$ cat config.mk
export PLATFORM = sky130hd
export DESIGN_NAME = pcr_ram
export DESIGN_NICKNAME = d
export VERILOG_FILES = /design/src/rtl/core/pcr_ram.sv
export SDC_FILE = /design/constraint.sdc
export NUM_CORES = 1
export LEC_CHECK = 0
export ABC_AREA = 1
export BUFFER_PORTS_ARGS = -buffer_cell sky130_fd_sc_hd__buf_2
export CORE_AREA = 2 2 47 49
export CTS_CLUSTER_DIAMETER = 150
export DETAILED_ROUTE_END_ITERATION = 8
export DIE_AREA = 0 0 49 51
export PLACE_DENSITY_LB_ADDON = 0.25
export SLEW_MARGIN = 20
export SYNTH_ARGS = -nofsm -noshare
export SYNTH_HDL_FRONTEND = slang
export SYNTH_SLANG_ARGS = --single-unit
$ cat constraint.sdc
create_clock -name i_clk -period 2.43 [get_ports i_clk]
set_input_delay 0.3645 -clock i_clk [delete_from_list [all_inputs] [get_ports i_clk]]
set_output_delay 0.3645 -clock i_clk [all_outputs]
set_load 0.05 [all_outputs]
$ cat src/rtl/core/pcr_ram.sv
`timescale 1ns / 1ps

// Simple dual-port RAM, one write and one registered read
module pcr_ram #(
    parameter int WIDTH = 8,
    parameter int DEPTH = 2
) (
    input  logic                     i_clk,
    input  logic                     i_we,
    input  logic [$clog2(DEPTH)-1:0] i_waddr,
    input  logic [WIDTH-1:0]         i_wdata,
    input  logic [$clog2(DEPTH)-1:0] i_raddr,
    output logic [WIDTH-1:0]         o_rdata
);

    logic [WIDTH-1:0] r_mem [DEPTH];
    logic [WIDTH-1:0] r_rdata;

    always_ff @(posedge i_clk) begin
        if (i_we) begin
            r_mem[i_waddr] <= i_wdata;
        end
        r_rdata <= r_mem[i_raddr];
    end

    assign o_rdata = r_rdata;

endmodule

* After elaboration in Yosys (flattened, before gate mapping)
Memories as Yosys holds them, arrays and structs flattened. A register that Yosys moved wholly into a read port is not among the register bits.
Index checks and enable logic that the tools add are counted.
** Storage, ports and cells
- Register bits after elaboration :: 0
- Memory bits (writable) :: 16
- Input bits :: 12
- Memories :: 1
** Memory list
- r_mem :: words 2, width 8, rd ports 1, clocked after Yosys merged registers in 1, wr ports 1, RTL line 16 : logic [WIDTH-1:0] r_mem [DEPTH];
** Operators by class
- Muxes and demuxes :: 2
** Operators by type and width (number)
- $mux 1 :: 2

* Longest topological paths before layout
- Depth after elaboration :: 2
- Depth in mapped cells :: 4

* Worst setup path after synthesis
OpenSTA, ideal clock, no wires.
- Path kind :: input to register
- Start point :: input port i_we
- End point :: memory r_mem[0][0], enable pin
- Library setup time :: 0.371 ns
- Arrival :: 0.753 ns
- Required time :: 2.059 ns
- Slack :: 1.306 ns
- Stages :: 2
- Path buffers :: 0
- Path through :: inv_1 -> nor2_1
** On the way
- Cells in the longest elaborated chain, start to end :: 2
** RTL lines
- start: declaration :: RTL line 9 : input logic i_we,
- $mux 1 :: RTL line 20 : if (i_we) begin
- $mux 1 (implied by the code) :: RTL line 21 : r_mem[i_waddr] <= i_wdata;
- end: declaration :: RTL line 16
No other way between the ends.

* Worst setup path in the final report
- Start point :: register r_rdata[6], in the netlist o_rdata[6] (read register of r_mem)
- End point :: output port o_rdata[6]
** RTL lines
- start: declaration :: RTL line 17 : logic [WIDTH-1:0] r_rdata;
- end: declaration :: RTL line 13 : output logic [WIDTH-1:0] o_rdata
No word-level cell between the ends.

==> results_dict.tcl <==
set metrics [dict create \
    status "complete, no violations" \
    cts_resized 0 \
    cts_setup_buffers 0 \
    drive_gt1_share_pct 31.58 \
    grt-ovfl-total 0 \
    setup_viol 0 \
    port_buffers 19 \
    die_w_um 49 \
    wl_per_cell_um 9.529 \
    rsz0062_at_grt "false" \
    routed.top_layer "met3" \
    start_util_pct 36.87 \
    synthTopCellsByArea "edfxtp_1, dfxtp_1, nand2_1" \
    synth_warnings 0 \
    core_area_mm2 0.002063 \
    synth.distinct_cells 7 \
    numClockSinks 24 \
    utilization_pct 44.39 \
    start_kind "register" \
    route.met3.wl_um 63 \
    gp_congestion 0.6679 \
    first_pass_iters 4 \
    cp_top_family "flip-flops" \
    io_pins 20 \
    ir_drop_v 0.0003684 \
    criticalPathCategory "register to output pin" \
    ctsHoldBuffers 0 \
    dieArea_mm2 0.002499 \
    cp.required_ns 2.07 \
    yosysSeqAreaShare_pct 84.21 \
    synth_top_area_share_pct 63.16 \
    p_sw_uw 178.4 \
    ant_nets 0 \
    cts.reportedPaths.clkPinSlew_ns 0.12 \
    crit_path_max_fanout 1 \
    p_sw_share_pct 23.59 \
    tightest_slew_ns 0.6387 \
    dp_hpwl_um 695.6 \
    std_cell_rows 17 \
    cts_tree "done" \
    die_h_um 51 \
    drtIter0Drc 7 \
    post-route-period-util_pct 50.86 \
    crit_chain "buf_2" \
    wl_met1_um 374 \
    grt_usage_pct 10.19 \
    finalWirelength_um 991 \
    p_per_area_mw_per_mm2 826.0 \
    cts_max_level 1 \
    cts-root-buf "clkbuf_4" \
    synth_nets 66 \
    max_stage_delay_ns 0.32 \
    yosysTopAreaCell "edfxtp_1" \
    p_clk_share_pct 26.3 \
    diodes 0 \
    max_freq_mhz 809.1 \
    clock_latency_ns 0.30 \
    antenna_found_initial 0 \
    grt_pass1_wl_um 1856 \
    wl_met2_um 553 \
    critPathArrivalTime_ns 0.87 \
    drc_errors 0 \
    cap_viol_max_count 0 \
    slowest_stage "dfxtp_1" \
    nNetsFinal 89 \
    instances_no_fill 104 \
    pwr-share-comb_pct 11.3 \
    power.share.sequential_pct 62.5 \
    drv_slew 0 \
    vias 425 \
    syn_to_final_growth_pct 20.39 \
    leakage_nw 0.4070 \
    crit_buf_inv 1 \
    post-route-min-period_ns 1.236 \
    viasPerCell 4.087 \
    setup_tns_ns 0 \
    cts_buffers 3 \
    syn_inst 54 \
    grt_pass1_vias 448 \
    relSlewSlack_pct 57.26 \
    hold_viol 0 \
    cts.path.max_buffers 2 \
    avgSynthCellArea_um2 14.09 \
    finalClockSkew_ns 0.0009731 \
    cp-end-kind "output pin" \
    placed_cells 100 \
    hold_class "input port to register" \
    syn_area_um2 760.7 \
    internal_power_uw 578.1 \
    grt_max_degree 14 \
    synth-seq-cells 24 \
]
## power by group through the flow
stage	clock network, mW	registers [mW]	logic [mW]
global route	0.232	0.477	0.0933
global placement	0	0.482	0.0856
finish	0.199	0.473	0.0853
CTS	0.208	0.473	0.0868
floorplan	0	0.525	0.0189
detailed placement	0	0.482	0.0866
## through the flow
| stage | hold slack (ns) | setup WS (ns) | cell area (um2) | power, mW |
|---|---|---|---|---|
| 3_3_place_gp | 0.4187 | 1.075 | 879.6 | 0.5674 |
| 2_1_floorplan | 0.4119 | 1.306 | 760.7 | 0.5438 |
| 6_report | 0.2446 | 1.194 | 915.9 | 0.7565 |
| 5_1_grt | 0.2138 | 1.113 | 915.9 | 0.8019 |
| 3_5_place_dp | 0.4235 | 1.051 | 879.6 | 0.5690 |
| 4_1_cts | 0.2339 | 1.180 | 915.9 | 0.7678 |
## cell usage after synthesis
| master | number |
|---|---|
| inv_1 | 2 |
| edfxtp_1 | 16 |
| buf_6 | 1 |
| dfxtp_1 | 8 |
| nand2_1 | 25 |
| nor2_1 | 1 |
| inv_2 | 1 |
## final timing paths
check / start / to / slack [ns] / depth (start not counted)
setup reg to reg: r_mem[0][1] / o_rdata[1] / 1.83 / 2
setup / recovery: o_rdata[6] / o_rdata[6] / 1.19 / 1
hold reg to reg: r_mem[0][7] / o_rdata[7] / 0.45 / 2
hold / removal: i_wdata[3] / r_mem[0][3] / 0.24 / 1
## final cells by class
type	count	area [um2]
clock buffer	4	36.28
fill	222	1147
inverter	3	11.26
multi-input combinational	26	97.59
sequential	24	640.6
tap	28	35.03
timing repair buffer	19	95.09
## per-layer routing
| metal | track usage [%] | up-vias |
|---|---|---|
| met5 | 0 | - |
| met4 | 5.714 | 0 |
| met3 | 2.924 | 0 |
| met2 | 18.26 | 12 |
| met1 | 10.79 | 195 |
| li1 | - | 218 |
## cells by family (layout without fill, tap and decap cells)
group                  Yosys count  count (layout)  synth area share, %
DFF                             24              24                84.21
buffers and inverters            4              26                2.960
and+or+nand+nor                 26              26                12.83
## state kept, by name (all words and copies together), names as in the netlist
register	count
o_rdata	8
r_mem	16
## placed cells by master, fill, tap and decap left out
cell type  instances
inv_2              1
clkbuf_4           3
dfxtp_1            8
edfxtp_1          16
inv_1              2
nor2_1             1
nand2_1           25
clkbuf_8           1
buf_2             19
No activity file was read; power rests on OpenSTA's default activity.
