--- src/rtl/core/pcr_pkg.sv ---
`timescale 1ns / 1ps

package pcr_pkg;

    // Field widths
    localparam int CMD_W      = 2;
    localparam int IDX_W      = 6;
    localparam int Q24_W      = 24;
    localparam int U16_W      = 16;
    localparam int STATUS_W   = 2;
    localparam int IN_USE_W   = 7;
    localparam int CFG_IDX_W  = 1;
    localparam int CFG_DATA_W = 16;

    // Commands
    localparam logic [CMD_W-1:0] CMD_WRITE   = 2'd0;
    localparam logic [CMD_W-1:0] CMD_READ    = 2'd1;
    localparam logic [CMD_W-1:0] CMD_RESOLVE = 2'd2;

    // Result status codes
    localparam logic [STATUS_W-1:0] ST_OK      = 2'd0;
    localparam logic [STATUS_W-1:0] ST_CONTACT = 2'd1;
    localparam logic [STATUS_W-1:0] ST_BAD     = 2'd2;

    // Configuration register indexes
    localparam logic [CFG_IDX_W-1:0] CFG_GAIN   = 1'b0;
    localparam logic [CFG_IDX_W-1:0] CFG_IN_USE = 1'b1;

    localparam logic [U16_W-1:0] GAIN_RESET = 16'd49152;
    localparam logic [U16_W-1:0] ELAST_ONE  = 16'd32768;

    // Divider: signed numerator, unsigned divisor, bounded quotient
    localparam int DIV_NW       = 43;
    localparam int DEN_W        = 17;
    localparam int QUO_W        = 26;
    localparam int DIV_Q_NARROW = 18;
    localparam int DIV_Q_WIDE   = 26;

    // Square root: radicand below the squared radius sum
    localparam int SQ_IN_W = 34;
    localparam int ROOT_W  = 17;

    localparam int ENTRY_W = 4 * Q24_W + 3 * U16_W;

    typedef struct packed {
        logic signed [Q24_W-1:0] pos_x;
        logic signed [Q24_W-1:0] pos_y;
        logic signed [Q24_W-1:0] vel_x;
        logic signed [Q24_W-1:0] vel_y;
        logic [U16_W-1:0]        radius;
        logic [U16_W-1:0]        mass;
        logic [U16_W-1:0]        elast;
    } t_entry;

    typedef struct packed {
        logic [STATUS_W-1:0]     status;
        logic signed [Q24_W-1:0] pos_x;
        logic signed [Q24_W-1:0] pos_y;
        logic signed [Q24_W-1:0] vel_x;
        logic signed [Q24_W-1:0] vel_y;
    } t_result;

    // Clamp to 24 bit signed
    function automatic logic signed [Q24_W-1:0] sat24(input logic signed [39:0] v);
        logic signed [39:0] hi;
        logic signed [39:0] lo;
        hi = 40'sd8388607;
        lo = -40'sd8388608;
        if (v > hi) begin
            return 24'sh7FFFFF;
        end else if (v < lo) begin
            return 24'sh800000;
        end
        return v[Q24_W-1:0];
    endfunction

    // Arithmetic right shift, rounded to nearest, ties away from zero
    function automatic logic signed [39:0] round_shift(input logic signed [63:0] x,
                                                       input logic [4:0] sh);
        logic [63:0] mag;
        logic [63:0] q;
        mag = x[63] ? 64'(-x) : 64'(x);
        q   = (mag + (64'd1 << (sh - 5'd1))) >> sh;
        return x[63] ? -40'(q) : 40'(q);
    endfunction

endpackage

--- src/rtl/core/pcr_isqrt.sv ---
`timescale 1ns / 1ps

// Integer square root, floor, one bit of result per cycle
module pcr_isqrt
    import pcr_pkg::*;
(
    input  logic               i_clk,
    input  logic               i_rst_n,
    input  logic               i_start,
    input  logic [SQ_IN_W-1:0] i_radicand,
    output logic               o_done,
    output logic [ROOT_W-1:0]  o_root
);

    logic                 r_busy;
    logic                 r_done;
    logic [SQ_IN_W:0]     r_rem;
    logic [SQ_IN_W:0]     r_res;
    logic [SQ_IN_W:0]     r_bit;
    logic [SQ_IN_W:0]     w_trial;

    assign w_trial = r_res + r_bit;

    // Control
    always_ff @(posedge i_clk) begin
        if (!i_rst_n) begin
            r_busy <= 1'b0;
            r_done <= 1'b0;
        end else begin
            r_done <= 1'b0;
            if (i_start) begin
                r_busy <= 1'b1;
            end else if (r_busy && r_bit[0]) begin
                r_busy <= 1'b0;
                r_done <= 1'b1;
            end
        end
    end

    // Digit-by-digit step
    always_ff @(posedge i_clk) begin
        if (i_start) begin
            r_rem <= (SQ_IN_W + 1)'(i_radicand);
            r_res <= '0;
            r_bit <= (SQ_IN_W + 1)'(1) << (SQ_IN_W - 2);
        end else if (r_busy) begin
            if (r_rem >= w_trial) begin
                r_rem <= r_rem - w_trial;
                r_res <= (r_res >> 1) + r_bit;
            end else begin
                r_res <= r_res >> 1;
            end
            r_bit <= r_bit >> 2;
        end
    end

    assign o_done = r_done;
    assign o_root = r_res[ROOT_W-1:0];

    a_done_after_busy: assert property (@(posedge i_clk) disable iff (!i_rst_n)
        r_done |-> $past(r_busy)) else $error("root done without a run");

endmodule

--- config.mk ---
export PLATFORM = sky130hd
export DESIGN_NAME = pcr_isqrt
export DESIGN_NICKNAME = d
export VERILOG_FILES = /design/src/rtl/core/pcr_pkg.sv /design/src/rtl/core/pcr_isqrt.sv
export SDC_FILE = /design/constraint.sdc
export NUM_CORES = 1
export LEC_CHECK = 0
export BUFFER_PORTS_ARGS = -buffer_cell sky130_fd_sc_hd__buf_2
export CAP_MARGIN = 20
export CORE_ASPECT_RATIO = 1.1
export CORE_UTILIZATION = 45
export CTS_BUF_LIST = sky130_fd_sc_hd__clkbuf_8
export DETAILED_ROUTE_END_ITERATION = 10
export HOLD_SLACK_MARGIN = 0.02
export PLACE_DENSITY_LB_ADDON = 0.25
export SKIP_LAST_GASP = 1
export SLEW_MARGIN = 40
export SYNTH_ARGS = -nofsm -noshare
export SYNTH_HDL_FRONTEND = slang
export SYNTH_SLANG_ARGS = --single-unit
--- constraint.sdc ---
create_clock -name i_clk -period 5.95 [get_ports i_clk]
set_clock_uncertainty 0.2 [all_clocks]
set_input_delay 0.595 -clock i_clk [delete_from_list [all_inputs] [get_ports i_clk]]
set_output_delay 0.595 -clock i_clk [all_outputs]
set_load 0.05 [all_outputs]
* Yosys cells after proc, flatten, opt, wreduce, memory -nomap -nowiden
Index checks and enable logic that the tools add are counted.
Widths: inputs -> output; s select.
** Word-level totals
- Register bits :: 89
- Bits in latches :: 0
- Bits in writable memories :: 0
- ROM bits :: 0
- Input bits :: 37
- Output and inout bits :: 18
- Memories kept :: 0
** Operators by class
- Add/sub/neg operators :: 3
- Multiply operators :: 0
- Div/mod/pow operators :: 0
- Order comparisons :: 1
- Eq/ne operators :: 0
- Shift operators :: 0
- Muxes and demuxes :: 7
- Bitwise gates (word level) :: 1
- Reduce and logical (&&, ||, !) cells :: 7
** Operators with widths (count)
- $mux 34 :: 3
- $add 34x33->35 :: 1
- $add 35x33->35 :: 1
- $ge 35x35->1 :: 1
- $mux 35 :: 1
- $sub 35x35->35 :: 1
- $reduce_bool 2->1 :: 3
- $reduce_and 2->1 :: 2
- $mux 1 :: 3
- $reduce_or 2->1 :: 1
- $logic_and 1x1->1 :: 1
- $not 1->1 :: 1

* Longest topological paths before layout
Gate-level depths: netlist (run 1).
- Depth after elaboration :: 5
- Mapped depth :: 22
- Gate-level depth less buffers :: 21

* Least setup slack after synthesis (run 1)
No wires, ideal clock.
- Kind :: reg2reg
- From :: register r_res[10]
- To :: register r_rem[0], enable pin
- Library setup time :: 0.390 ns
- Data arrival time :: 4.706 ns
- Required time :: 5.360 ns
- Setup slack :: 0.654 ns
- Stages on the path, launching flop included :: 19
- Path buffers :: 2
- Path through :: dfxtp_1 > ha_1 > nand2_1 > or3_1 > or3_1 > o22ai_1 > a21oi_1 > o21ai_1 > xnor2_1 > ha_1 > clkbuf_1 > nand2_1 > nor3_1 > nand3_1 > o31ai_4 > inv_2 > nand2_4 > buf_4 > a21o_1
** On the way
- Word-level cells in the longest chain between the ends :: 4
** RTL lines
- start: declaration :: RTL line pcr_isqrt.sv:18 : logic [SQ_IN_W:0] r_res;
- start signal: assignment :: RTL line pcr_isqrt.sv:49 : r_res <= (r_res >> 1) + r_bit;
- start signal: assignment :: RTL line pcr_isqrt.sv:51 : r_res <= r_res >> 1;
- $add 35x33->35 :: RTL line pcr_isqrt.sv:22 : assign w_trial = r_res + r_bit;
- $ge 35x35->1 :: RTL line pcr_isqrt.sv:47 : if (r_rem >= w_trial) begin
- $reduce_bool 2->1 (no line)
- $reduce_and 2->1 (no line)
- end signal: assignment :: RTL line pcr_isqrt.sv:43 : r_rem <= (SQ_IN_W + 1)'(i_radicand);
- end signal: assignment :: RTL line pcr_isqrt.sv:48 : r_rem <= r_rem - w_trial;
- end: declaration :: RTL line pcr_isqrt.sv:17 : logic [SQ_IN_W:0] r_rem;
No other way between the ends.
A chain may end at the register's enable or synchronous reset.

* Final worst setup path (run 1)
- From :: register r_res[10]
- To :: register r_rem[26], enable pin
The elaborated chain is that of the path after synthesis.

==> results of run 1 <==
cell usage in the layout, fill, tap and decap left out, drive strengths merged, types with 8 or more instances in the layout:
cell	count
a211oi	18
ha	71
o21bai	16
nor3	10
inv	20
a31oi	36
a21oi	58
dfxtp	55
xor2	41
o31ai	10
nand3	11
buf	60
a21o	25
a221oi	9
o22ai	8
o21ai	76
nor2b	10
nor2	100
nand2	91
nand4	8
mux2i	31
clkbuf	10
xnor2	38
edfxtp	34
or3	10
flip-flops by register name (all words and copies together) (netlist names):
signal / flops
r_rem: 35
r_res: 35
r_bit: 17
o_done: 1
r_busy: 1
routing by layer:
layer  track usage  vias to the layer above  routed length (um)
met4        0.0989                        0                 453
met3        0.0285                       30                 757
met5             0                        -                   0
met1         0.286                     3158                8720
li1              -                     3412                   -
met2         0.407                      151                9700
final cells by class:
class                   instances  area, um2
fillers                      1621       8300
multi-input cells             756       5170
flip-flops and latches         89       2130
repair buffers                 60        322
well taps                     204        255
clock buffers                  10        138
clock inverters                 6        113
inverters                      18       67.6
Yosys cell counts (16+ instances only):
library cell  instances  area (um2)
nor2_1               99         372
inv_1                17        63.8
o21bai_1             16         120
xnor2_1              38         333
o21ai_0              72         360
nand2_1              90         338
a21o_1               25         188
ha_1                 71         888
edfxtp_1             34        1020
xor2_1               41         359
clkbuf_1             25        93.8
buf_4                18         135
dfxtp_1              55        1100
a31oi_1              36         225
a211oi_1             18         135
a21oi_1              57         285
mux2i_1              31         310
through the flow:
stage          worst slack, ns  cell area, um2
4_1_cts                  0.393            8190
3_5_place_dp             0.424            7940
6_report                 0.459            8190
3_3_place_gp             0.636            7930
5_1_grt                 0.0840            8190
2_1_floorplan            0.654            7630
critical path: stages, from the launching register on:
cell and delay [ns]:
dfxtp_1 0.41, ha_1 0.39, nand2_1 0.08, or3_1 0.39
or3_1 0.34, o22ai_1 0.32, a21oi_1 0.19, o21ai_1 0.31
a31o_2 0.22, a31oi_1 0.10, xor2_1 0.16, ha_1 0.35
nand2_1 0.11, nor3_1 0.22, nand2_1 0.12, o31ai_4 0.21
inv_2 0.17, nand2_4 0.29, a21o_1 0.18, buf_6 0.32
where the power goes:
part / switching (mW) / internal (mW)
clock: 0.247 / 0.293
sequential: 0.149 / 0.860
combinational: 1.58 / 1.02
total: 1.98 / 2.17
cell families (layout without fill, tap and decap cells):
| logic type | Yosys count | in the layout | synth area share |
|---|---|---|---|
| multiplexers | 36 | 36 | 0.0480 |
| AND/OR/NAND/NOR | 267 | 267 | 0.158 |
| adder cells (fa/ha/maj) | 72 | 72 | 0.119 |
| XOR/XNOR | 79 | 79 | 0.0907 |
| AO/OA/AOI/OAI | 302 | 302 | 0.261 |
| buffers and inverters | 68 | 94 | 0.0446 |
| flip-flops | 89 | 89 | 0.278 |
how the worst min path moves through the flow:
stage                     slack (ns)  cells past startpoint        end
after floorplan                 0.25                      2     o_done
after global placement          0.27                      2  r_rem[34]
after detailed placement        0.28                      2  r_rem[34]
after CTS                       0.24                      2     r_busy
after global routing            0.25                      2     r_busy
final                           0.25                      2     r_busy
what timing repair did:
| action | CTS | global route |
|---|---|---|
| gates resized for setup | 0 | 1 |
| setup endpoints to repair | 0 | 34 |
| buffers inserted | 0 | 0 |
==> impl_metrics.yaml, run 1 <==
global_route:
  grt_use_total: 0.232
  grt_pass1_vias: 6610
  antenna_found_initial: 0
  grt_pass1_wl_mm: 32.5
  grt_max_degree: 78
  globalRoute.totalOverflow: 0
floorplan:
  placementRows: 49
  dieWidth_um: 126
  initial_utilization: 0.463
  top_level_ports: 55
  core_area_mm2: 0.0165
  dieArea_mm2: 0.0175
  die_h_um: 139
final_layout:
  antenna_cells: 0
  area_delta_synth_final_pct: 7.31
  fin_nets: 1043
  final_core_util: 0.497
  stdcell_count: 1143
  drive_above_1_share: 0.108
timing:
  tns_ns: 0
  worstMarginPinSlew_ns: 0.779
  period_needed_ns: 5.49
  hold_viol_final: 0
  setup_violations: 0
  holdWs_ns: 0.254
  fmax_mhz: 182
  slew_viol_final: 0
  grt_setup_unrepaired: "false"
  slew_headroom: 0.467
  post-route-period-util: 0.923
critical_path:
  cp-end-kind: "flop"
  crit_type: "flop to flop"
  timing.rr.start: "r_res[10]"
  required_ns: 5.81
  critPathCapture: "r_rem[26]"
  cp-startpoint: "r_res[10]"
  reg2reg_depth: 19
  worstSetupStartpointType: "flop"
  crit_arrival_ns: 5.35
  path_max_fanout: 34
  crit-reg2reg-capture: "r_rem[26]"
  ff2ff_setup_slack_ns: 0.46
routing:
  ant_nets: 0
  drt_iter0_markers: 390
  first_pass_iters: 5
  drc: 0
  dr_total_vias: 6751
  drt-total-wl_mm: 19.6
  via_per_inst: 5.91
  wl_per_cell_um: 17.2
cts:
  ctsHoldBuffers: 0
  h-tree-depth: 3
  cts_tree: "yes"
  numCtsBuffers: 9
  clock_sinks: 89
  cts.clk_slew.worst_paths_ns: 0.10
  cts-root-buf: "clkbuf_8"
  clk_latency_ns: 0.40
  cts_buffer_depth: 2
pwr:
  vdd_drop_max_v: 0.000338
  powerDensity_mw_per_mm2: 507
  p_leak_nw: 3.25
  p_total_mw: 4.15
logic_synthesis:
  synth_cell_types: 69
  synth_area_per_cell_um2: 8.36
  synthCells: 913
  synth_edf_count: 34
  syn-cell-area_mm2: 0.00763
  async_flop_share: 0
  yosysSeqAreaShare: 0.278
  synth-seq-cells: 89
  synth_flop_cell: "dfxtp_1"
  yosysWarnings: 0
  syn-num-nets: 1022
status:
  status: "completed"
place:
  io_buffer_count: 54
  gp_congestion: 0.897
  place_hpwl_mm: 14.9
  placed_cells: 1127
run:
  maxCapViolCount: 0
worst_hold_path:
  min_path_type: "input port to flop"
  worstHoldStart: "i_rst_n"
Note: power is estimated with default switching activity, not from simulation.
==> run 2: changes to the inputs <==
--- a/config.mk
+++ b/config.mk
@@ -7,6 +7,8 @@
 export LEC_CHECK = 0
 export BUFFER_PORTS_ARGS = -buffer_cell sky130_fd_sc_hd__buf_2
 export CAP_MARGIN = 20
+export CELL_PAD_IN_SITES_DETAIL_PLACEMENT = 1
+export CELL_PAD_IN_SITES_GLOBAL_PLACEMENT = 1
 export CORE_ASPECT_RATIO = 1.1
 export CORE_UTILIZATION = 45
 export CTS_BUF_LIST = sky130_fd_sc_hd__clkbuf_8
==> constraint.sdc (replaced) <==
create_clock -name i_clk -period 7 [get_ports i_clk]
set_clock_uncertainty 0.2 [all_clocks]
set_input_delay 0.7 -clock i_clk [delete_from_list [all_inputs] [get_ports i_clk]]
set_output_delay 0.7 -clock i_clk [all_outputs]
set_load 0.05 [all_outputs]
==> run 2 against run 1 <==
Effect of this change:
- combinational power shrank 13%
- total power shrank 14%
- final cell count about the same
- clock power shrank 22%
- critical path depth rose by 1
- utilization shrank 0.24 points
- wire length up 12%
- critical endpoint is now r_rem[17]
- flip-flop and latch count unchanged
- critical path type unchanged
==> impl_metrics.yaml, run 2 (synthesis gave the netlist of run 1 again) <==
final_layout:
  area_delta_synth_final_pct: 6.79
  antenna_cells: 0
  final_common_cell: "nor2_1"
  drive_above_1_share: 0.106
  fin_nets: 1042
  reg.largest.list: "r_rem (35), r_res (35), r_bit (17)"
  layout_common_cells: "nor2_1 (99), nand2_1 (90), o21ai_0 (72)"
critical_path:
  worstSetupStartpointType: "flop"
  path_cells: "ha_1 > nand2_1 > or3_1 > or3_1 > o22ai_1 > a21oi_1 > o21ai_0 > and3_1 > o21ai_0 > xor2_1 > ha_1 > nand3_1 > nor2_1 > nand2_1 > o31ai_4 > buf_4 > inv_2 > nand2_4 > a21o_1 > buf_4"
  reg2reg_depth: 20
  worst_path_largest_cell_delay_ns: 0.44
  path_max_fanout: 34
  cp_slowest_cell: "buf_4"
  timing.rr.start: "r_res[10]"
  ff2ff_setup_slack_ns: 1.13
  crit-reg2reg-capture: "r_rem[17]"
  cp-end-kind: "flop"
  required_ns: 6.83
  crit_arrival_ns: 5.70
  crit_type: "flop to flop"
cts:
  ctsHoldBuffers: 0
  numCtsBuffers: 9
  post_cts_buffers: 0
  cts_tree: "yes"
  cts_buffer_depth: 2
  clock_sinks: 89
  h-tree-depth: 3
  clk_latency_ns: 0.39
  cts_resized: 0
  cts.clk_slew.worst_paths_ns: 0.10
  cts-root-buf: "clkbuf_8"
routing:
  wl_per_cell_um: 19.2
  ant_nets: 0
  drt-total-wl_mm: 21.9
  dr_total_vias: 6880
  first_pass_iters: 4
  drt_iter0_markers: 316
  via_per_inst: 6.02
  drc: 0
pwr:
  vdd_drop_max_v: 0.000182
  p_comb_frac: 0.640
  seqPwrFrac: 0.241
  powerDensity_mw_per_mm2: 436
  cellInternalPower_mw: 1.81
  swShare: 0.491
  p_total_mw: 3.55
  p_switching_mw: 1.74
  clkPwrFrac: 0.119
  p_leak_nw: 3.23
place:
  io_buffer_count: 54
  gp_congestion: 0.848
  place_hpwl_mm: 16.6
  dp_slack_ns: 1.18
worst_hold_path:
  min_to: "r_rem[34]"
  min_path_type: "flop to flop"
  whs_path_depth: 2
  worstHoldStart: "r_rem[34]"
status:
  status: "completed"
floorplan:
  placementRows: 49
  core_area_mm2: 0.0165
  dieArea_mm2: 0.0175
  top_level_ports: 55
  die_h_um: 139
  dieWidth_um: 126
  initial_utilization: 0.463
timing:
  slew_headroom: 0.509
  tns_ns: 0
  slew_viol_final: 0
  holdWs_ns: 0.299
  setup_slack_ns: 1.13
  post-route-period-util: 0.838
  hold_viol_final: 0
  period_needed_ns: 5.87
  worstMarginPinSlew_ns: 0.736
  grt_setup_unrepaired: "false"
  fmax_mhz: 170
  setup_violations: 0
global_route:
  antenna_found_initial: 0
  grt_max_degree: 81
  grt_pass1_wl_mm: 35.7
  globalRoute.totalOverflow: 0
  grt_use_total: 0.256
  grt_pass1_vias: 7031
run:
  maxCapViolCount: 0
==> run 2: layer usage <==
layer,up-vias,track usage,share of wire
li1,3410,-,-
met1,3321,0.311,0.44
met2,116,0.457,0.50
met3,33,0.0374,0.036
met4,0,0.0938,0.021
met5,-,0,0
==> run 2: stage by stage <==
step / cells / utilization / cell area [um2]
detailed placement: 1126 / 0.481 / 7930
finish: 1142 / 0.494 / 8150
global placement: 1126 / 0.481 / 7930
CTS: 1142 / 0.494 / 8150
global route: 1142 / 0.494 / 8150
floorplan: 913 / - / 7630
==> run 2: worst max path at each step <==
stage	startpoint	to	slack, ns	cells past startpoint
floorplan	r_res[10]	r_rem[0]	1.70	18
global placement	r_res[2]	r_rem[29]	1.36	20
detailed placement	r_res[2]	r_rem[26]	1.18	20
CTS	r_res[2]	r_rem[17]	1.18	20
global route	r_res[2]	r_rem[16]	0.74	20
finish	r_res[10]	r_rem[17]	1.13	20
==> run 2: area by class of cell <==
class,count,area [um2]
clock buffers,10,138
clock inverters,6,82.6
fillers,2002,8340
inverters,18,67.6
multi-input cells,756,5170
flip-flops and latches,89,2130
well taps,204,255
repair buffers,59,310
==> run 2: power by group through the flow <==
| stage | clock network [mW] | logic [mW] | registers, mW |
|---|---|---|---|
| 6_report | 0.421 | 2.27 | 0.856 |
| 5_1_grt | 0.442 | 2.51 | 0.875 |
| 4_1_cts | 0.427 | 2.26 | 0.858 |
| 3_5_place_dp | 0 | 2.24 | 0.868 |
| 3_3_place_gp | 0 | 2.19 | 0.864 |
| 2_1_floorplan | 0 | 1.78 | 0.813 |
==> run 2: critical path, delay by kind of cell (launching register included) <==
family	cells	cell delay (ns)
AOI/OAI and AO/OA	6	1.33
xor gates and xnor gates	1	0.17
DFF	1	0.40
buffers and inverters	3	0.85
adders and majority gates	2	0.79
and+or+nand+nor	8	1.74
