File: src/rtl/core/pcr_pkg.sv
`timescale 1ns / 1ps

package pcr_pkg;

    // Field widths
    localparam int CMD_W      = 2;
    localparam int IDX_W      = 6;
    localparam int Q24_W      = 24;
    localparam int U16_W      = 16;
    localparam int STATUS_W   = 2;
    localparam int IN_USE_W   = 7;
    localparam int CFG_IDX_W  = 1;
    localparam int CFG_DATA_W = 16;

    // Commands
    localparam logic [CMD_W-1:0] CMD_WRITE   = 2'd0;
    localparam logic [CMD_W-1:0] CMD_READ    = 2'd1;
    localparam logic [CMD_W-1:0] CMD_RESOLVE = 2'd2;

    // Result status codes
    localparam logic [STATUS_W-1:0] ST_OK      = 2'd0;
    localparam logic [STATUS_W-1:0] ST_CONTACT = 2'd1;
    localparam logic [STATUS_W-1:0] ST_BAD     = 2'd2;

    // Configuration register indexes
    localparam logic [CFG_IDX_W-1:0] CFG_GAIN   = 1'b0;
    localparam logic [CFG_IDX_W-1:0] CFG_IN_USE = 1'b1;

    localparam logic [U16_W-1:0] GAIN_RESET = 16'd49152;
    localparam logic [U16_W-1:0] ELAST_ONE  = 16'd32768;

    // Divider: signed numerator, unsigned divisor, bounded quotient
    localparam int DIV_NW       = 43;
    localparam int DEN_W        = 17;
    localparam int QUO_W        = 26;
    localparam int DIV_Q_NARROW = 18;
    localparam int DIV_Q_WIDE   = 26;

    // Square root: radicand below the squared radius sum
    localparam int SQ_IN_W = 34;
    localparam int ROOT_W  = 17;

    localparam int ENTRY_W = 4 * Q24_W + 3 * U16_W;

    typedef struct packed {
        logic signed [Q24_W-1:0] pos_x;
        logic signed [Q24_W-1:0] pos_y;
        logic signed [Q24_W-1:0] vel_x;
        logic signed [Q24_W-1:0] vel_y;
        logic [U16_W-1:0]        radius;
        logic [U16_W-1:0]        mass;
        logic [U16_W-1:0]        elast;
    } t_entry;

    typedef struct packed {
        logic [STATUS_W-1:0]     status;
        logic signed [Q24_W-1:0] pos_x;
        logic signed [Q24_W-1:0] pos_y;
        logic signed [Q24_W-1:0] vel_x;
        logic signed [Q24_W-1:0] vel_y;
    } t_result;

    // Clamp to 24 bit signed
    function automatic logic signed [Q24_W-1:0] sat24(input logic signed [39:0] v);
        logic signed [39:0] hi;
        logic signed [39:0] lo;
        hi = 40'sd8388607;
        lo = -40'sd8388608;
        if (v > hi) begin
            return 24'sh7FFFFF;
        end else if (v < lo) begin
            return 24'sh800000;
        end
        return v[Q24_W-1:0];
    endfunction

    // Arithmetic right shift, rounded to nearest, ties away from zero
    function automatic logic signed [39:0] round_shift(input logic signed [63:0] x,
                                                       input logic [4:0] sh);
        logic [63:0] mag;
        logic [63:0] q;
        mag = x[63] ? 64'(-x) : 64'(x);
        q   = (mag + (64'd1 << (sh - 5'd1))) >> sh;
        return x[63] ? -40'(q) : 40'(q);
    endfunction

endpackage

File: src/rtl/core/pcr_div.sv
`timescale 1ns / 1ps

// Restoring divider, rounded to nearest, ties away from zero.
// Only the quotient bits that can be nonzero are iterated.
module pcr_div
    import pcr_pkg::*;
(
    input  logic                     i_clk,
    input  logic                     i_rst_n,
    input  logic                     i_start,
    input  logic signed [DIV_NW-1:0] i_num,
    input  logic [DEN_W-1:0]         i_den,
    input  logic                     i_wide,
    output logic                     o_done,
    output logic signed [QUO_W:0]    o_quot
);

    logic                 r_busy;
    logic                 r_done;
    logic [4:0]           r_cnt;
    logic                 r_neg;
    logic [DEN_W-1:0]     r_den;
    logic [DEN_W-1:0]     r_rem;
    logic [DIV_NW-1:0]    r_sh;
    logic [QUO_W-1:0]     r_q;
    logic [DIV_NW-1:0]    w_mag;
    logic [DIV_NW-1:0]    w_sum;
    logic [DEN_W:0]       w_cand;
    logic                 w_ge;

    assign w_mag  = i_num[DIV_NW-1] ? DIV_NW'(-i_num) : DIV_NW'(i_num);
    assign w_sum  = w_mag + DIV_NW'(i_den >> 1);
    assign w_cand = {r_rem, r_sh[DIV_NW-1]};
    assign w_ge   = w_cand >= {1'b0, r_den};

    // Control
    always_ff @(posedge i_clk) begin
        if (!i_rst_n) begin
            r_busy <= 1'b0;
            r_done <= 1'b0;
        end else begin
            r_done <= 1'b0;
            if (i_start) begin
                r_busy <= 1'b1;
            end else if (r_busy && r_cnt == 5'd1) begin
                r_busy <= 1'b0;
                r_done <= 1'b1;
            end
        end
    end

    // Datapath: pre-shift skips the leading quotient bits known to be zero
    always_ff @(posedge i_clk) begin
        if (i_start) begin
            r_neg <= i_num[DIV_NW-1];
            r_den <= i_den;
            r_q   <= '0;
            if (i_wide) begin
                r_rem <= DEN_W'(w_sum >> DIV_Q_WIDE);
                r_sh  <= w_sum << (DIV_NW - DIV_Q_WIDE);
                r_cnt <= 5'(DIV_Q_WIDE);
            end else begin
                r_rem <= DEN_W'(w_sum >> DIV_Q_NARROW);
                r_sh  <= w_sum << (DIV_NW - DIV_Q_NARROW);
                r_cnt <= 5'(DIV_Q_NARROW);
            end
        end else if (r_busy) begin
            r_rem <= w_ge ? DEN_W'(w_cand - {1'b0, r_den}) : w_cand[DEN_W-1:0];
            r_sh  <= r_sh << 1;
            r_q   <= {r_q[QUO_W-2:0], w_ge};
            r_cnt <= r_cnt - 5'd1;
        end
    end

    assign o_done = r_done;
    assign o_quot = r_neg ? -(QUO_W + 1)'(r_q) : (QUO_W + 1)'(r_q);

    a_no_restart: assert property (@(posedge i_clk) disable iff (!i_rst_n)
        r_busy |-> !i_start) else $error("divider restarted while busy");

endmodule

File: config.mk
export PLATFORM = sky130hd
export DESIGN_NAME = pcr_div
export DESIGN_NICKNAME = d
export VERILOG_FILES = /design/src/rtl/core/pcr_pkg.sv /design/src/rtl/core/pcr_div.sv
export SDC_FILE = /design/constraint.sdc
export NUM_CORES = 1
export LEC_CHECK = 0
export BUFFER_PORTS_ARGS = -buffer_cell sky130_fd_sc_hd__buf_2
export CAP_MARGIN = 10
export CELL_PAD_IN_SITES_DETAIL_PLACEMENT = 0
export CELL_PAD_IN_SITES_GLOBAL_PLACEMENT = 1
export CORE_MARGIN = 5
export CORE_UTILIZATION = 49
export DETAILED_ROUTE_END_ITERATION = 10
export PLACE_DENSITY = 0.93
export SYNTH_ARGS = -nofsm -noshare
export SYNTH_HDL_FRONTEND = slang
export SYNTH_SLANG_ARGS = --single-unit
export TNS_END_PERCENT = 100
File: constraint.sdc
create_clock -name i_clk -period 7.1 [get_ports i_clk]
set_input_delay 0.71 -clock i_clk [delete_from_list [all_inputs] [get_ports i_clk]]
set_output_delay 0.71 -clock i_clk [all_outputs]
set_load 0.02 [all_outputs]
# Word-level counts from Yosys, hierarchy flattened
# Index checks and enable logic that the tools add are counted.
# classes
n_reduce_logical	4
mux	15
n_bitwise	1
eq_ne	1
n_addsub	5
order_cmp	1
# op_table
cell	n
$mux 43	4
$mux 17	4
$add 43x16->43	1
$neg 43->43	1
$mux 27	1
$neg 26->27	1
$ge 18x17->1	1
$sub 17x17->17	1
$mux 5	2
$eq 5x1->1 const B	1
$sub 5x1->5 const B	1
$mux 4	1
$reduce_bool 2->1	2
$mux 1	3
$reduce_or 2->1	1
$logic_and 1x1->1	1
$not 1->1	1
# word_totals
register_bits	111
out_inout_bits	28
inputBits	64
wordCells	35

# Logic depth before layout (Yosys ltp)
# Gate-level depths: netlist (run 1).
# depth
ltp_word	5
ltp_mapped	18
mapped_depth_nobuf	16

# Worst setup path after synthesis (run 1)
# Ideal clock, no wire load.
# synth_path
path_kind	input port to flip-flop
start	input port i_num[42]
end	register r_rem[14], data pin
path_buffers	5
arrival_ns	4.729
slack_ns	2.091
cell_stages	18
required_ns	6.820
setup_time_ns	0.280
path_cell_list	clkbuf_1 -> clkbuf_1 -> clkbuf_1 -> clkbuf_1 -> clkbuf_1 -> nand2_1 -> o21ai_0 -> inv_1 -> fa_1 -> nor2b_1 -> o31ai_1 -> a21oi_1 -> a211o_1 -> nor3b_1 -> nand2_1 -> or4_1 -> a21oi_1 -> a211oi_1
# synth_between
elab_chain_cells	4
# synth_lines
element	line	source
start, declared	pcr_div.sv:11	input logic signed [DIV_NW-1:0] i_num,
$mux 43	pcr_div.sv:31	assign w_mag = i_num[DIV_NW-1] ? DIV_NW'(-i_num) : DIV_NW'(i_num);
$add 43x16->43	pcr_div.sv:32	assign w_sum = w_mag + DIV_NW'(i_den >> 1);
$mux 17	pcr_div.sv:58	if (i_wide) begin
$mux 17	pcr_div.sv:54	if (i_start) begin
end signal, assigned	pcr_div.sv:59	r_rem <= DEN_W'(w_sum >> DIV_Q_WIDE);
end signal, assigned	pcr_div.sv:63	r_rem <= DEN_W'(w_sum >> DIV_Q_NARROW);
end signal, assigned	pcr_div.sv:68	r_rem <= w_ge ? DEN_W'(w_cand - {1'b0, r_den}) : w_cand[DEN_W-1:0];
end, declared	pcr_div.sv:23	logic [DEN_W-1:0] r_rem;
# Every way passes these cells.
# A chain may end at the register's enable or synchronous reset.

# Final worst setup path (run 1)
# layout_path
start	input port i_num[42]
end	register r_rem[12], data pin
# The elaborated chain is that of the path after synthesis.

==> metrics.md, run 1 <==
| Metric | Value |
|---|---|
| Status | `finished, final reports clean` |
| Final Wtd Congestion | `between 0.9 and 1` |
| Die Area | `19,100 sq um` |
| Post-synthesis sequential area ratio | `roughly a third` |
| 1st-iter DRT viols | `roughly 550` |
| Layout area overhead | `10.7%` |
| CTS tree | `yes` |
| Post-CTS resize count | `0` |
| Skew-Pair Late Insertion Delay | `0.34 ns` |
| Final design utilization | `between 50 and 60%` |
| Crit end category | `flip-flop` |
| Class of the worst hold path | `reg2reg` |
| Netlist cell types | `80` |
| Drt first pass iters | `5` |
| H-tree depth | `3` |
| RSZ-0062 raised after global routing | `false` |
| End of the critical path | `r_rem[12]$_DFFE_PP_` |
| Max Slew Vio Count | `0` |
| Filler Cells Inserted | `1,510` |
| #FFs+latches synth | `94` |
| Netlist Area Pre-Place | `about 8000 sq um` |
| Largest net degree at the start of global routing | `55` |
| Rel. slew slack | `21.8%` |
| Clk buf depth | `2` |
| Syn Inst Count | `918` |
| Syn_nets | `approximately 1,000` |
| Slowest stage delay, CP | `~0.67 ns` |
| Post-synth ARST share | `0%` |
| Flop2flop setup slack | `about 3.1 ns` |
| Final Hold Vio Count | `0` |
| Post-Layout Cell Count | `1,203` |
| Share of cells above drive strength 1 | `between 10 and 15%` |
| IO Pins | `92` |
| Cell chain of the critical path | `buf_2 > clkinv_1 > a21o_1 > xnor2_1 > ha_1 > and3_1 > and3_1 > a211o_1 > nor3b_1 > nand2_1 > or4_1 > a21oi_1 > a211oi_1` |
| Area of the multi-input gates | `around 5200 sq um` |
| TNS Setup | `0 ns` |
| Top cell by count, worst path | `and3_1` |
| Clk_skew | `between 0.007 and 0.008 ns` |
| Clock Root Buffer | `clkbuf_16` |
| WL/cell | `17.5 um` |
| Final net count | `1,085` |
| Gr ovfl total | `0` |
| Kind of critical path | `in2reg` |
| Clock-pin slew on the worst setup and hold paths | `0.07 ns` |
| Post-synth EDFFs | `between 60 and 70` |
| CORE AREA | `approximately 16,000 sq um` |
| Yosys Warn Count | `0` |
| Dominant synthesized flop cell | `edfxtp_1` |
| Hold-fix buffers at CTS | `0` |
| Die Width | `138 um` |
| Cell area power density | `217 nW/um^2` |
| First-pass GRT wire length | `about 34,000 um` |
| Cell Rows | `46` |
| Reg2reg end | `r_rem[12]$_DFFE_PP_` |
| Startpoint Class | `input pin` |
| Crit-path max FO | `46` |
| Worst VDD drop | `between 0.1 and 0.15 mV` |
| Worst setup path startpoint | `i_num[42]` |
| Via count | `7,094` |
| Clock sink total | `94` |
| Final min period | `about 4.9 ns` |
| DP HPWL | `16,200 um` |
| Die Y | `about 140 um` |
| Worst-Margin Slew | `1.17 ns` |
| Final setup vio count | `0` |
| Crit path DAT | `4.95 ns` |
| Port bufs | `91` |
| All-Layer GR Usage | `21.4%` |
| Required @ worst endpoint | `7.16 ns` |
| Initial core utilization | `50.2%` |
| Storage cell area | `2540 sq um` |
| Share of the clock period used by the worst path | `between 60 and 70%` |
| Routed Antenna Nets | `0` |
| Placed cells | `1,187` |
| Final wirelength | `approximately 21,000 um` |
| Fmax | `0.205 GHz` |
| DRC | `0` |
| TritonCTS buffer count | `9` |
| Vias per inst | `roughly 5.9` |
| CP max stage cell | `nor3b_1` |
| FF-to-FF path depth | `11` |
| Inserted Diodes | `0` |
| Lkg Pwr | `approximately 3.5 nW` |
| Max Cap Violations | `0` |
| Initial antenna violation count | `0` |
| Crit Reg-Reg Startpoint | `r_den[5]$_DFFE_PP_` |
| Post-CTS Setup Bufs | `0` |
| Vias in the first global route | `6,431` |
| Avg Cell Area, Syn | `8.75 sq um` |
worst min-delay path by stage:
stage / cells after the start / startpoint / slack (ns) / endpoint
floorplan: 2 / r_q[0]$_SDFFE_PP0P_ / 0.50 / r_q[0]$_SDFFE_PP0P_
global placement: 1 / r_sh[40]$_DFFE_PP_ / 0.50 / r_sh[41]$_DFFE_PP_
detailed placement: 1 / r_sh[25]$_DFFE_PP_ / 0.51 / r_sh[26]$_DFFE_PP_
CTS: 1 / r_sh[24]$_DFFE_PP_ / 0.53 / r_sh[25]$_DFFE_PP_
global route: 1 / r_sh[17]$_SDFFCE_PN0P_ / 0.55 / r_sh[18]$_DFFE_PP_
finish: 1 / r_sh[24]$_DFFE_PP_ / 0.54 / r_sh[25]$_DFFE_PP_
cells by family (layout without fill, tap and decap cells):
kind of cell | after synthesis | in the layout | share of synthesized area (%)
AO/OA/AOI/OAI | 246 | 246 | 20.8
XOR/XNOR | 105 | 105 | 11.6
adder cells (fa/ha/maj) | 39 | 39 | 6.26
buffers and inverters | 84 | 153 | 4.00
flip-flops | 94 | 94 | 31.6
multiplexers | 35 | 35 | 4.42
AND/OR/NAND/NOR | 315 | 315 | 21.3
flip-flops by register name, summed over array words and instances, names as in the netlist:
| name | flops |
|---|---|
| r_q | 26 |
| r_sh | 26 |
| r_den | 17 |
| r_rem | 17 |
| r_cnt | 5 |
| o_done | 1 |
| r_busy | 1 |
| r_neg | 1 |
synthesized netlist by cell type (6+ instances only):
cell type  number  area (sq um)
nor2_1        102           383
xnor2_1        76           666
a21oi_1        67           335
edfxtp_1       66          1980
nand2_1        50           188
inv_1          40           150
o21ai_0        40           200
ha_1           37           463
clkbuf_1       36           135
mux2i_1        31           310
dfxtp_1        28           561
xor2_1         28           245
nor3_1         23           115
nand3_1        22           110
o31ai_1        22           165
a211oi_1       21           158
nand2b_1       14          87.6
nor4_1         14          87.6
a21o_1         13          97.6
nand4_1        11          68.8
o41ai_1        11          96.3
or3_1          11          68.8
and3_1          9          56.3
nor2b_1         9          56.3
o21bai_1        8          60.1
or4_1           8          60.1
o21a_1          7          52.6
o2bb2ai_1       7          61.3
a211o_1         6          52.6
a31oi_1         6          37.5
nand3b_1        6          45.0
nor3b_1         6          45.0
metrics by stage:
stage | setup slack, ns | power, W | area [sq um] | hold slack, ns
3_3_place_gp | 2.01 | 0.00147 | 8630 | 0.503
3_5_place_dp | 1.92 | 0.00148 | 8630 | 0.508
6_report | 2.21 | 0.00193 | 8900 | 0.538
5_1_grt | 1.82 | 0.00205 | 8900 | 0.546
2_1_floorplan | 2.09 | 0.00128 | 8040 | 0.499
4_1_cts | 2.29 | 0.00193 | 8900 | 0.531
power breakdown:
part	internal [W]	total (W)	switching, W
clock network	0.000241	0.000453	0.000212
registers	0.000672	0.000705	0.0000338
logic	0.000314	0.000773	0.000459
layout make-up:
| class | instances | area share [%] |
|---|---|---|
| multi-input cells | 740 | 58.2 |
| flip-flops and latches | 94 | 28.6 |
| repair buffers | 94 | 5.40 |
| well taps | 216 | 3.04 |
| clock buffers | 11 | 2.63 |
| inverters | 43 | 1.81 |
| clock inverters | 5 | 0.366 |
critical path: cells and delay by family:
family / cells / cell delay (ns)
buffers and inverters: 2 / 1.18
AOI/OAI and AO/OA: 4 / 0.77
xor gates and xnor gates: 1 / 0.14
adders and majority gates: 1 / 0.33
and+or+nand+nor: 5 / 1.80
layer usage:
layer / GRT usage, % / share of wire (%)
met4: 7.33 / 2.5
met1: 31.6 / 47
met5: 0 / 0
met3: 2.41 / 6.2
met2: 32.6 / 44
cell usage in the layout, fill, tap and decap left out, types with 11 or more instances in the layout:
cell      count
nor4_1       14
nand2_1      50
or3_1        11
ha_1         37
nand4_1      11
nor3_1       23
nand2b_1     14
xor2_1       28
nor2_1      102
a21o_1       13
inv_1        40
nand3_1      22
buf_2        90
a21oi_1      67
o41ai_1      11
mux2i_1      31
o31ai_1      22
dfxtp_1      28
o21ai_0      40
edfxtp_1     66
a211oi_1     21
xnor2_1      76
No activity file was read; power rests on OpenSTA's default activity.
==> inputs of run 2 (changes only) <==
CORE_UTILIZATION = 41   (was 49)
PLACE_DENSITY = 0.83   (was 0.93)
clock period = 4.4 ns   (was 7.1 ns; I/O delays follow)
==> metrics.md, run 2 (synthesis results as in run 1) <==
| Metric | Value |
|---|---|
| Status | `finished, final reports clean` |
| WL/cell | `17.2 um` |
| Hold EP | `r_den[0]$_DFFE_PP_` |
| Cell area power density | `346 nW/um^2` |
| First-pass GRT wire length | `approximately 35,000 um` |
| Placed cell areas | `between 8000 and 9000 sq um` |
| Reg2reg end | `r_rem[2]$_DFFE_PP_` |
| Die Width | `150 um` |
| Share of cells above drive strength 1 | `16.8%` |
| Routed Antenna Nets | `0` |
| Worst hold path depth | `1` |
| Final Instance Area | `9160 sq um` |
| Rel. slew slack | `21.5%` |
| Clk buf depth | `2` |
| Most frequent cells in the layout | `nor2_1, buf_2, xnor2_1, a21oi_1, edfxtp_1` |
| Startpoint Class | `input pin` |
| Final Wtd Congestion | `roughly 0.9` |
| IO Pins | `slightly above 90` |
| Max Cap Violations | `0` |
| Area of the multi-input gates | `5200 sq um` |
| Inserted Diodes | `0` |
| Skew-Pair Late Insertion Delay | `0.34 ns` |
| Clock-pin slew on the worst setup and hold paths | `0.07 ns` |
| Reg power frac | `36.0%` |
| Required @ worst endpoint | `4.46 ns` |
| Switch Pwr | `0.00117 W` |
| Worst VDD drop | `0.192 mV` |
| Final Hold Vio Count | `0` |
| CORE AREA | `19,400 sq um` |
| Crit path DAT | `3.96 ns` |
| Drt first pass iters | `5` |
| Vias in the first global route | `6,667` |
| Int Power | `0.00200 W` |
| Cell chain of the critical path | `buf_2 > inv_1 > ha_1 > nor4b_4 > nand3_1 > o41ai_1 > xnor2_1 > ha_1 > and3_1 > and3_1 > a21oi_1 > or3_1 > nor2_1 > nand3_1 > xnor2_1 > a221oi_1` |
| Final min period | `3.90 ns` |
| Layout area overhead | `14.0%` |
| Final design utilization | `47.2%` |
| Slowest stage delay, CP | `roughly 0.47 ns` |
| FF-to-FF path depth | `10` |
| 1st-iter DRT viols | `548` |
| Flop2flop setup slack | `0.53 ns` |
| Clock Root Buffer | `clkbuf_16` |
| Clock share of power | `between 20% and 30%` |
| Filler Cells Inserted | `around 1,900` |
| Final net count | `1,106` |
| Gr ovfl total | `0` |
| Commonest non-fill, non-tap cell in the layout | `nor2_1` |
| Die Area | `22,500 sq um` |
| Initial core utilization | `41.4%` |
| H-tree depth | `3` |
| DP HPWL | `17,100 um` |
| CTS tree | `yes` |
| Max Slew Vio Count | `0` |
| Biggest regs | `r_q x26, r_sh x26` |
| RSZ-0062 raised after global routing | `false` |
| DRC | `0` |
| Final setup vio count | `0` |
| Hold Startpoint | `i_den[0]` |
| CP max stage cell | `or3_1` |
| Clk_skew | `0.00547 ns` |
| Via count | `slightly above 7,000` |
| Kind of critical path | `in2reg` |
| Die Y | `150 um` |
| Lkg Pwr | `~3.6 nW` |
| Comb pwr share | `40.5%` |
| Initial antenna violation count | `0` |
| Fmax | `0.257 GHz` |
| Final wirelength | `21,900 um` |
| Crit-path max FO | `7` |
| Port bufs | `91` |
| Cell Rows | `51` |
| All-Layer GR Usage | `19.5%` |
| Crit end category | `flip-flop` |
| Largest net degree at the start of global routing | `56` |
| Crit Reg-Reg Startpoint | `r_rem[4]$_DFFE_PP_` |
| Switching part of the total power | `36.9%` |
| Worst-Margin Slew | `1.18 ns` |
| Share of the clock period used by the worst path | `between 80% and 90%` |
| Hold-fix buffers at CTS | `0` |
| Clock sink total | `94` |
| Pwr Total | `about 0.0032 W` |
| TritonCTS buffer count | `9` |
| Storage cell area | `2540 sq um` |
| Class of the worst hold path | `in2reg` |
| Vias per inst | `5.57` |
==> run 2: what timing repair did <==
item | in CTS | in global routing
setup buffers | 0 | 0
hold endpoints to repair | 0 | 0
resized for setup | 0 | 1
setup endpoints to repair | 0 | 6
==> run 2: per-stage QoR <==
step	worst slack, ns	TNS (ns)	instances	hold slack [ns]
after CTS	0.319	0	1273	0.269
after global placement	0.0701	0	1257	0.506
after floorplan	0.0230	0	918	0.499
after global routing	0.120	0	1273	0.272
after detailed placement	-0.0446	-0.0492	1257	0.514
final	0.502	0	1273	0.277
==> run 2: how the worst max path moves through the flow <==
stage,startpoint,endpoint,cells past startpoint
5_1_grt,i_num[0],r_rem[5]$_DFFE_PP_,17
2_1_floorplan,i_num[42],r_rem[14]$_DFFE_PP_,18
3_5_place_dp,i_num[0],r_rem[5]$_DFFE_PP_,16
6_report,i_num[0],r_rem[5]$_DFFE_PP_,16
3_3_place_gp,i_num[0],r_rem[5]$_DFFE_PP_,17
4_1_cts,i_num[0],r_rem[5]$_DFFE_PP_,16
==> run 2: worst max-delay path: cells and delay by family <==
family	cells	cell delay, ns
adder cells (fa/ha/maj)	2	0.47
XOR/XNOR	2	0.50
AND/OR/NAND/NOR	7	1.72
buffers and inverters	2	0.20
AO/OA/AOI/OAI	3	0.60
==> run 2: power by group through the flow <==
stage | combinational (W) | clock, W | sequential [W]
after global placement | 0.00126 | 0 | 0.00116
after detailed placement | 0.00126 | 0 | 0.00116
after global routing | 0.00141 | 0.000800 | 0.00115
after floorplan | 0.000931 | 0 | 0.00113
final | 0.00128 | 0.000744 | 0.00114
after CTS | 0.00128 | 0.000761 | 0.00114
==> run 2: cell type report <==
class | count | area share, %
Clock buffer | 9 | 2.46
Sequential cell | 94 | 27.8
Tap cell | 265 | 3.62
Multi-Input combinational cell | 740 | 56.7
Clock inverter | 7 | 0.574
Inverter | 43 | 1.76
Timing Repair Buffer | 115 | 7.10
==> run 2: metal layers <==
metal,GRT usage (%),wire length [um],vias up
met1,28.0,10300,3276
met4,7.00,526,0
met5,0,0,-
met3,1.67,1190,32
met2,30.7,9850,208
li1,-,-,3578
==> inputs of run 3 (changes only) <==
ABC_CLOCK_PERIOD_IN_PS = 4800   (was not set)
CORE_UTILIZATION = 49   (was 41)
PLACE_DENSITY = 0.93   (was 0.83)
clock period = 4.8 ns   (was 4.4 ns; I/O delays follow)
==> metrics.md, run 3 (synthesis results as in run 1) <==
| Metric | Value |
|---|---|
| Clock sink total | `94` |
| Max Cap Violations | `0` |
| Flop2flop setup slack | `1.50 ns` |
| Vias per inst | `5.84` |
| Final wirelength | `21,100 um` |
| DP HPWL | `roughly 16,000 um` |
| Port bufs | `approximately 90` |
| DRC | `0` |
| Initial core utilization | `50.2%` |
| Required @ worst endpoint | `4.86 ns` |
| Rel. slew slack | `51.2%` |
| Share of cells above drive strength 1 | `~16%` |
| CORE AREA | `approximately 16,000 sq um` |
| 1st-iter DRT viols | `approximately 560` |
| CP max stage cell | `nor4b_2` |
| Final Hold Vio Count | `0` |
| Gr ovfl total | `0` |
| Post-CTS resize count | `0` |
| Clock Root Buffer | `clkbuf_16` |
| Die Width | `~140 um` |
| Kind of critical path | `in2reg` |
| Area of the multi-input gates | `between 5000 and 6000 sq um` |
| CTS tree | `yes` |
| Worst VDD drop | `0.160 mV` |
| Initial antenna violation count | `0` |
| Cell Rows | `between 40 and 50` |
| Hold-fix buffers at CTS | `0` |
| Final setup vio count | `0` |
| Slowest stage delay, CP | `0.58 ns` |
| Post-Layout Cell Count | `1,218` |
| H-tree depth | `3` |
| Max Slew Vio Count | `0` |
| Worst Slack Setup Final | `~0.42 ns` |
| Status | `finished, final reports clean` |
| Layout area overhead | `12.1%` |
| Biggest regs | `r_q x26, r_sh x26` |
| Inserted Diodes | `0` |
| Die Area | `19,100 sq um` |
| Placed cells | `1,202` |
| Clk buf depth | `2` |
| Final Wtd Congestion | `0.914` |
| Cell area power density | `between 300 and 400 nW/um^2` |
| Post-CTS Setup Bufs | `0` |
| Share of the clock period used by the worst path | `between 90% and 100%` |
| Hold Slack | `around 0.33 ns` |
| Skew-Pair Late Insertion Delay | `around 0.35 ns` |
| Cell chain of the critical path | `buf_2 > inv_1 > ha_1 > nor4b_2 > nand3_1 > o41ai_1 > xnor2_1 > ha_1 > and3_1 > and3_1 > a211o_1 > nor3b_1 > nand3_2 > a21o_2 > xnor2_1 > a221oi_1` |
| Final min period | `4.38 ns` |
| Most frequent cells in the layout | `nor2_1, buf_2, xnor2_1, a21oi_1, edfxtp_1` |
| First-pass GRT wire length | `34,600 um` |
| Largest net degree at the start of global routing | `66` |
| TNS Setup | `0 ns` |
| Storage cell area | `2540 sq um` |
| Lkg Pwr | `3.55 nW` |
| Crit-path max FO | `8` |
| Crit end category | `flip-flop` |
| Routed Antenna Nets | `0` |
| Via count | `7,108` |
| Worst-Margin Slew | `around 0.73 ns` |
| TritonCTS buffer count | `9` |
| Filler Cells Inserted | `1,506` |
| WL/cell | `roughly 17 um` |
| IO Pins | `between 90 and 100` |
| RSZ-0062 raised after global routing | `false` |
| Crit path DAT | `4.44 ns` |
| Commonest non-fill, non-tap cell in the layout | `nor2_1` |
| Class of the worst hold path | `in2reg` |
| Startpoint Class | `input pin` |
| Vias in the first global route | `roughly 6,600` |
| All-Layer GR Usage | `21.7%` |
| Drt first pass iters | `5` |
| Fmax | `0.228 GHz` |
| Clock-pin slew on the worst setup and hold paths | `0.07 ns` |
| Final net count | `1,100` |
| Die Y | `138 um` |
| Clk_skew | `a little under 0.009 ns` |
| Pre-CTS setup slack | `0.0807 ns` |
==> run 3: cell count changes in the layout (fill, tap and decap cells not counted) <==
cell        previous run  this run
clkinv_2               1         2
nor3b_4                1         0
nor4b_4                2         1
nor4b_2                0         1
clkinvlp_4             0         1
inv_4                  2         0
buf_4                 24        19
clkbuf_1               0         2
inv_6                  3         1
buf_12                 1         0
nor3b_1                4         5
==> run 3: final timing paths <==
| kind | from | end | cells past startpoint |
|---|---|---|---|
| setup / recovery | i_num[0] | r_rem[2]$_DFFE_PP_ | 16 |
| hold / removal | i_den[10] | r_den[10]$_DFFE_PP_ | 1 |
| setup reg to reg | r_rem[4]$_DFFE_PP_ | r_rem[2]$_DFFE_PP_ | 10 |
| hold reg to reg | r_sh[24]$_DFFE_PP_ | r_sh[25]$_DFFE_PP_ | 1 |
==> run 3: final cells by class <==
cell class / count / area share (%)
multi-input cells: 740 / 57.4
flip-flops and latches: 94 / 28.2
repair buffers: 109 / 6.58
well taps: 216 / 3.00
clock buffers: 11 / 2.58
inverters: 43 / 1.79
clock inverters: 5 / 0.389
==> run 3: metrics by stage <==
step	cell area, sq um	util, %	total power, W
3_3_place_gp	8740	54.6	0.00219
3_5_place_dp	8740	54.6	0.00220
4_1_cts	9010	56.3	0.00286
2_1_floorplan	8040	-	0.00189
6_report	9010	56.3	0.00287
5_1_grt	9010	56.3	0.00304
==> run 3: where the power goes <==
part / switching, W / internal [W]
combinational: 0.000688 / 0.000474
clock: 0.000309 / 0.000353
sequential: 0.0000504 / 0.000993
total: 0.00105 / 0.00182
==> run 3: critical path: cells and delay by family <==
kind,cells,cell delay [ns]
and+or+nand+nor,6,1.89
xor gates and xnor gates,2,0.39
adders and majority gates,2,0.57
AOI/OAI and AO/OA,4,0.91
buffers and inverters,2,0.20
==> run 3: metal layers <==
| metal | track usage, % | part of all wire (%) | vias to the layer above |
|---|---|---|---|
| met2 | 34.0 | 45 | 238 |
| li1 | - | - | 3563 |
| met5 | 0 | 0 | - |
| met1 | 31.4 | 47 | 3287 |
| met4 | 6.34 | 2.0 | 0 |
| met3 | 2.62 | 6.1 | 20 |
